### src/rtl/bfdh_pkg.sv
`default_nettype none

package bfdh_pkg;

    localparam int HASH_W    = 64;
    localparam int DIV_CNT_W = 6;
    localparam int BC_W      = 17;
    localparam int HC_W      = 5;
    localparam int CFG_W     = 17;
    localparam int IN_DATA_W = 128;
    localparam int OUT_DATA_W = 8;

    localparam logic CFG_BIT_COUNT  = 1'b0;
    localparam logic CFG_HASH_COUNT = 1'b1;

    localparam logic [BC_W-1:0] BIT_COUNT_RST  = 17'd65536;
    localparam logic [HC_W-1:0] HASH_COUNT_RST = 5'd7;

    localparam logic MODE_INSERT = 1'b0;
    localparam logic MODE_QUERY  = 1'b1;

    typedef enum logic [5:0] {
        S_CLEAR = 6'b000001,
        S_IDLE  = 6'b000010,
        S_DIV   = 6'b000100,
        S_MEM   = 6'b001000,
        S_CHECK = 6'b010000,
        S_FIN   = 6'b100000
    } t_state;

    typedef struct packed {
        logic clear_step;
        logic load;
        logic div_step;
        logic mem_write;
        logic mem_read;
        logic check;
        logic advance;
        logic out_load;
    } t_cmd;

    typedef struct packed {
        logic clear_last;
        logic div_last;
        logic hash_last;
        logic k_zero;
        logic is_query;
        logic out_free;
    } t_status;

endpackage

`default_nettype wire

### src/rtl/bfdh_ctrl.sv
`default_nettype none

module bfdh_ctrl (
    input  wire logic             i_clk,
    input  wire logic             i_rst_n,
    input  wire logic             i_in_valid,
    output logic                  o_in_ready,
    input  wire bfdh_pkg::t_status i_status,
    output bfdh_pkg::t_cmd        o_cmd
);
    import bfdh_pkg::*;

    t_state r_state;
    t_state n_state;

    always_ff @(posedge i_clk) begin
        if (!i_rst_n) begin
            r_state <= S_CLEAR;
        end else begin
            r_state <= n_state;
        end
    end

    always_comb begin
        n_state    = r_state;
        o_cmd      = '0;
        o_in_ready = 1'b0;
        case (r_state)
            S_CLEAR: begin
                o_cmd.clear_step = 1'b1;
                if (i_status.clear_last) begin
                    n_state = S_IDLE;
                end
            end
            S_IDLE: begin
                o_in_ready = 1'b1;
                if (i_in_valid) begin
                    o_cmd.load = 1'b1;
                    n_state    = i_status.k_zero ? S_FIN : S_DIV;
                end
            end
            S_DIV: begin
                o_cmd.div_step = 1'b1;
                if (i_status.div_last) begin
                    n_state = S_MEM;
                end
            end
            S_MEM: begin
                if (i_status.is_query) begin
                    o_cmd.mem_read = 1'b1;
                    n_state        = S_CHECK;
                end else begin
                    o_cmd.mem_write = 1'b1;
                    o_cmd.advance   = 1'b1;
                    n_state         = i_status.hash_last ? S_FIN : S_DIV;
                end
            end
            S_CHECK: begin
                o_cmd.check   = 1'b1;
                o_cmd.advance = 1'b1;
                n_state       = i_status.hash_last ? S_FIN : S_DIV;
            end
            S_FIN: begin
                if (!i_status.is_query) begin
                    n_state = S_IDLE;
                end else if (i_status.out_free) begin
                    o_cmd.out_load = 1'b1;
                    n_state        = S_IDLE;
                end
            end
            default: begin
                n_state = S_CLEAR;
            end
        endcase
    end

endmodule

`default_nettype wire

### config.mk
export PLATFORM = sky130hd
export DESIGN_NAME = bfdh_ctrl
export DESIGN_NICKNAME = d
export VERILOG_FILES = /design/src/rtl/bfdh_pkg.sv /design/src/rtl/bfdh_ctrl.sv
export SDC_FILE = /design/constraint.sdc
export NUM_CORES = 1
export LEC_CHECK = 0
export BUFFER_PORTS_ARGS = -buffer_cell sky130_fd_sc_hd__buf_2
export CAP_MARGIN = 10
export CORE_AREA = 2 2 39 41
export DETAILED_ROUTE_END_ITERATION = 10
export DIE_AREA = 0 0 41 43
export PLACE_DENSITY = 0.66
export SYNTH_ARGS = -nofsm -noshare
export SYNTH_HDL_FRONTEND = slang
export SYNTH_SLANG_ARGS = --single-unit
### constraint.sdc
create_clock -name i_clk -period 1.75 [get_ports i_clk]
set_input_delay 0.175 -clock i_clk [delete_from_list [all_inputs] [get_ports i_clk]]
set_output_delay 0.175 -clock i_clk [all_outputs]
set_load 0.02 [all_outputs]
==> reports/summary.md <==
STA
* **Final WS setup** -0.0193 ns
* **Worst Tran Pin Value** 0.361 ns
* **number of max-slew violations in the final report** 0
* **top achievable clock speed** 565 MHz
* **Period minus WS final** 1.77 ns
* **final critical-path share of the clock period** 101%
* **count of final hold-check violations** 0
* **setup_tns** -0.0193 ns
* **setup repair after global routing missed its margin** true
* **Worst slew margin** 75.7%
* **number of setup violations in the final report** 1
* **Clock Skews** 0.00349 ns

Yosys
* **sequential area share after synthesis** 24.9%
* **post-synthesis net count** 68
* **synthesized area per cell** 8.16 sq um
* **count of distinct cell types in the synthesized netlist** 33
* **post-synth design cell area** 482 sq um
* **synthesis warning total** 0
* **Gate Count Post-Synth** 59
* **number of synthesized register bits** 6

Layout
* **fill cell total of the finished layout** 157
* **Antenna Cells** 0
* **max reg flops** 6
* **Area Growth Syn to Fin** 39.5%
* **layout cells sized above 1** 47.0%
* **final standard cell count with taps included and fillers excluded** 99
* **final design utilization** 48.6%
* **Largest Register** r_state
* **NumNets Final** 94
* **biggest registers after layout** r_state: 6 flops

Floorplan
* **vertical extent of the die** 43 microns
* **overall die width** 41 microns
* **core region area** 1380 sq um
* **# rows** 14
* **total I/O pin count** 18
* **Initial Utilization** 34.8%
* **area of the die** 1760 sq um

Min path
* **class of the tightest hold or removal check** input pin to flop
* **worst min-delay path startpoint** i_status[4]
* **endpoint of the worst hold-timing path** r_state[3]$_SDFFE_PN0P_
* **cell count of the worst hold path** 2

Clock network
* **total of hold buffers inserted after clock tree synthesis** 0
* **clock transition time at the flip-flop clock pins of the worst setup and hold paths** 0.04 ns
* **Root Buffer** sky130_fd_sc_hd__clkbuf_4
* **Num Clock Sinks** 6
* **latest clock arrival within the worst-skew pair** 0.25 ns
* **level count of the clock H-tree** 1
* **deepest clock path buffer count** 2
* **clock tree from TritonCTS** built
* **CTS buffer count** 3

Critical path
* **highest fanout seen on the critical path** 6
* **worst setup slack for register-to-register paths** 0.13 ns
* **Arr. time, crit path** 1.59 ns
* **Critical Path Sink Type** primary output
* **cell count of the worst reg-to-reg path** 5
* **startpoint-to-endpoint class of the critical path** flop to primary output
* **endpoint of the worst-slack reg-to-reg timing path** r_state[1]$_SDFFE_PN0P_
* **Critical Path Source Type** flop
* **worst reg2reg startpoint** r_state[3]$_SDFFE_PN0P_
* **Required @ worst endpoint** 1.57 ns

Routing
* **number of iterations in the first detailed-routing pass** 4
* **Detailed Route WL** 1270 microns
* **mean routed wirelength per cell** 12.9 microns
* **Vias per Instance** 5.34
* **remaining antenna violation count** 0
* **number of DRC markers in iteration 0** 7
* **number of remaining DRC errors** 0
* **vias after detailed routing** 529

Global routing
* **layer carrying the most global-route usage** met2
* **GRT Residual Overflow** 0
* **met3 track demand over resource in global routing** 3.66%
* **wire length of the first global-routing pass** 2070 microns
* **Total GRT Usage** 17.8%
* **met2 capacity usage during global routing** 25.3%
* **vias in the first global route** 472
* **pin count of the biggest net entering global routing** 10
* **antenna violations before repair** 0
* **GRT met1 Usage** 22.0%

Placement
* **post-place setup slack** 0.116 ns
* **total of buffers placed on input and output ports** 17
* **dpl hpwl** 936 microns
* **GPL Wtd Cong** 0.705
* **Inst Count DP** 91

Flow run
* **Max Cap Viol** 0

Power and ir drop
* **overall power after layout** 0.381 mW
* **peak supply drop** 0.319 mV
* **areal power density over the cells** 566 nW/um^2
* **leakage dissipation** 0.306 nW

Run status
* **outcome** complete, but fails checks
* **violations in the final reports** negative setup slack

## power breakdown
group	switching, mW	internal [mW]
registers	0.0115	0.140
clock network	0.0490	0.0775
logic	0.0559	0.0465
## through the flow
| stage | area, sq um | hold slack [ns] |
|---|---|---|
| CTS | 628 | 0.166 |
| floorplan | 482 | 0.297 |
| finish | 672 | 0.166 |
| global placement | 576 | 0.425 |
| global route | 672 | 0.173 |
| detailed placement | 576 | 0.420 |
## synthesized netlist by cell type
cell | n | area, sq um
sky130_fd_sc_hd__dfxtp_1 | 6 | 120
sky130_fd_sc_hd__nor2_1 | 6 | 22.5
sky130_fd_sc_hd__o21ai_0 | 5 | 25.0
sky130_fd_sc_hd__inv_1 | 3 | 11.3
sky130_fd_sc_hd__nand2_1 | 3 | 11.3
sky130_fd_sc_hd__nor2b_1 | 3 | 18.8
sky130_fd_sc_hd__nor4_1 | 3 | 18.8
sky130_fd_sc_hd__and2_1 | 2 | 12.5
sky130_fd_sc_hd__and3_1 | 2 | 12.5
sky130_fd_sc_hd__nand2b_1 | 2 | 12.5
sky130_fd_sc_hd__nor3b_2 | 2 | 25.0
sky130_fd_sc_hd__a211oi_1 | 1 | 7.51
sky130_fd_sc_hd__a21boi_0 | 1 | 7.51
sky130_fd_sc_hd__a21oi_1 | 1 | 5.00
sky130_fd_sc_hd__a21oi_2 | 1 | 8.76
sky130_fd_sc_hd__a22o_4 | 1 | 17.5
sky130_fd_sc_hd__a22oi_1 | 1 | 7.51
sky130_fd_sc_hd__a32o_1 | 1 | 10.0
sky130_fd_sc_hd__and3b_1 | 1 | 8.76
sky130_fd_sc_hd__buf_4 | 1 | 7.51
sky130_fd_sc_hd__buf_6 | 1 | 11.3
sky130_fd_sc_hd__nand3_1 | 1 | 5.00
sky130_fd_sc_hd__nand4_1 | 1 | 6.26
sky130_fd_sc_hd__nor2_4 | 1 | 11.3
sky130_fd_sc_hd__nor3_2 | 1 | 10.0
sky130_fd_sc_hd__nor3b_1 | 1 | 7.51
sky130_fd_sc_hd__o21bai_1 | 1 | 7.51
sky130_fd_sc_hd__o2bb2ai_1 | 1 | 8.76
sky130_fd_sc_hd__or2b_1 | 1 | 7.51
sky130_fd_sc_hd__or3b_2 | 1 | 8.76
sky130_fd_sc_hd__or4_1 | 1 | 7.51
sky130_fd_sc_hd__or4_4 | 1 | 11.3
sky130_fd_sc_hd__xor2_1 | 1 | 8.76
## metal layers
metal	vias up	routed length, microns
met5	-	0
met4	0	63
met3	6	76
met2	18	620
met1	239	512
li1	266	-
## critical path, stage by stage, from the launching register on
cell,delay [ns]
sky130_fd_sc_hd__dfxtp_4,0.35
sky130_fd_sc_hd__or4_4,0.60
sky130_fd_sc_hd__nor2_4,0.15
sky130_fd_sc_hd__and2_4,0.15
sky130_fd_sc_hd__buf_6,0.10
## logic make-up (layout without fill, tap and decap cells)
kind of cell           count (synthesis)  after routing  share of synthesized area (%)
AO/OA/AOI/OAI                         14             14                           21.8
XOR/XNOR                               1              1                           1.82
buffers and inverters                  5             29                           6.23
flip-flops                             6              6                           24.9
AND/OR/NAND/NOR                       33             33                           45.2
## placed cells by master (no fill, tap or decap), types with 2 or more instances in the layout
cell type / n
sky130_fd_sc_hd__and3_1: 2
sky130_fd_sc_hd__buf_2: 15
sky130_fd_sc_hd__buf_4: 6
sky130_fd_sc_hd__buf_6: 2
sky130_fd_sc_hd__clkbuf_4: 3
sky130_fd_sc_hd__dfxtp_1: 3
sky130_fd_sc_hd__dfxtp_4: 2
sky130_fd_sc_hd__inv_1: 3
sky130_fd_sc_hd__nand2_1: 3
sky130_fd_sc_hd__nand2b_1: 2
sky130_fd_sc_hd__nor2_1: 6
sky130_fd_sc_hd__nor2b_1: 3
sky130_fd_sc_hd__nor4_1: 2
sky130_fd_sc_hd__o21ai_0: 5
## worst max path at each step
stage,startpoint,endpoint,slack [ns],cells after the start
2_1_floorplan,r_state[3]$_SDFFE_PN0P_,o_cmd[6],0.12,4
3_3_place_gp,r_state[3]$_SDFFE_PN0P_,o_cmd[6],0.20,4
3_5_place_dp,r_state[2]$_SDFFE_PN0P_,r_state[5]$_SDFFE_PN0P_,0.12,4
4_1_cts,r_state[5]$_SDFFE_PN0P_,o_cmd[6],-0.01,4
5_1_grt,r_state[3]$_SDFFE_PN0P_,o_cmd[6],-0.07,4
6_report,r_state[3]$_SDFFE_PN0P_,o_cmd[6],-0.02,4
## repair_timing
action / in CTS / in global routing
setup endpoints to repair: 4 / 3
setup buffers: 2 / 3
gates resized for setup: 6 / 6
pin swaps: 2 / 4
## area by class of cell
class                           instances  area [sq um]  share of cell area [%]
Multi-Input combinational cell         48           347                    51.6
Timing Repair Buffer                   23           143                    21.2
Sequential cell                         6           129                    19.2
Clock buffer                            3          22.5                    3.35
Tap cell                               16          20.0                    2.98
Inverter                                3          11.3                    1.68
(Power assumes the default switching activity.)
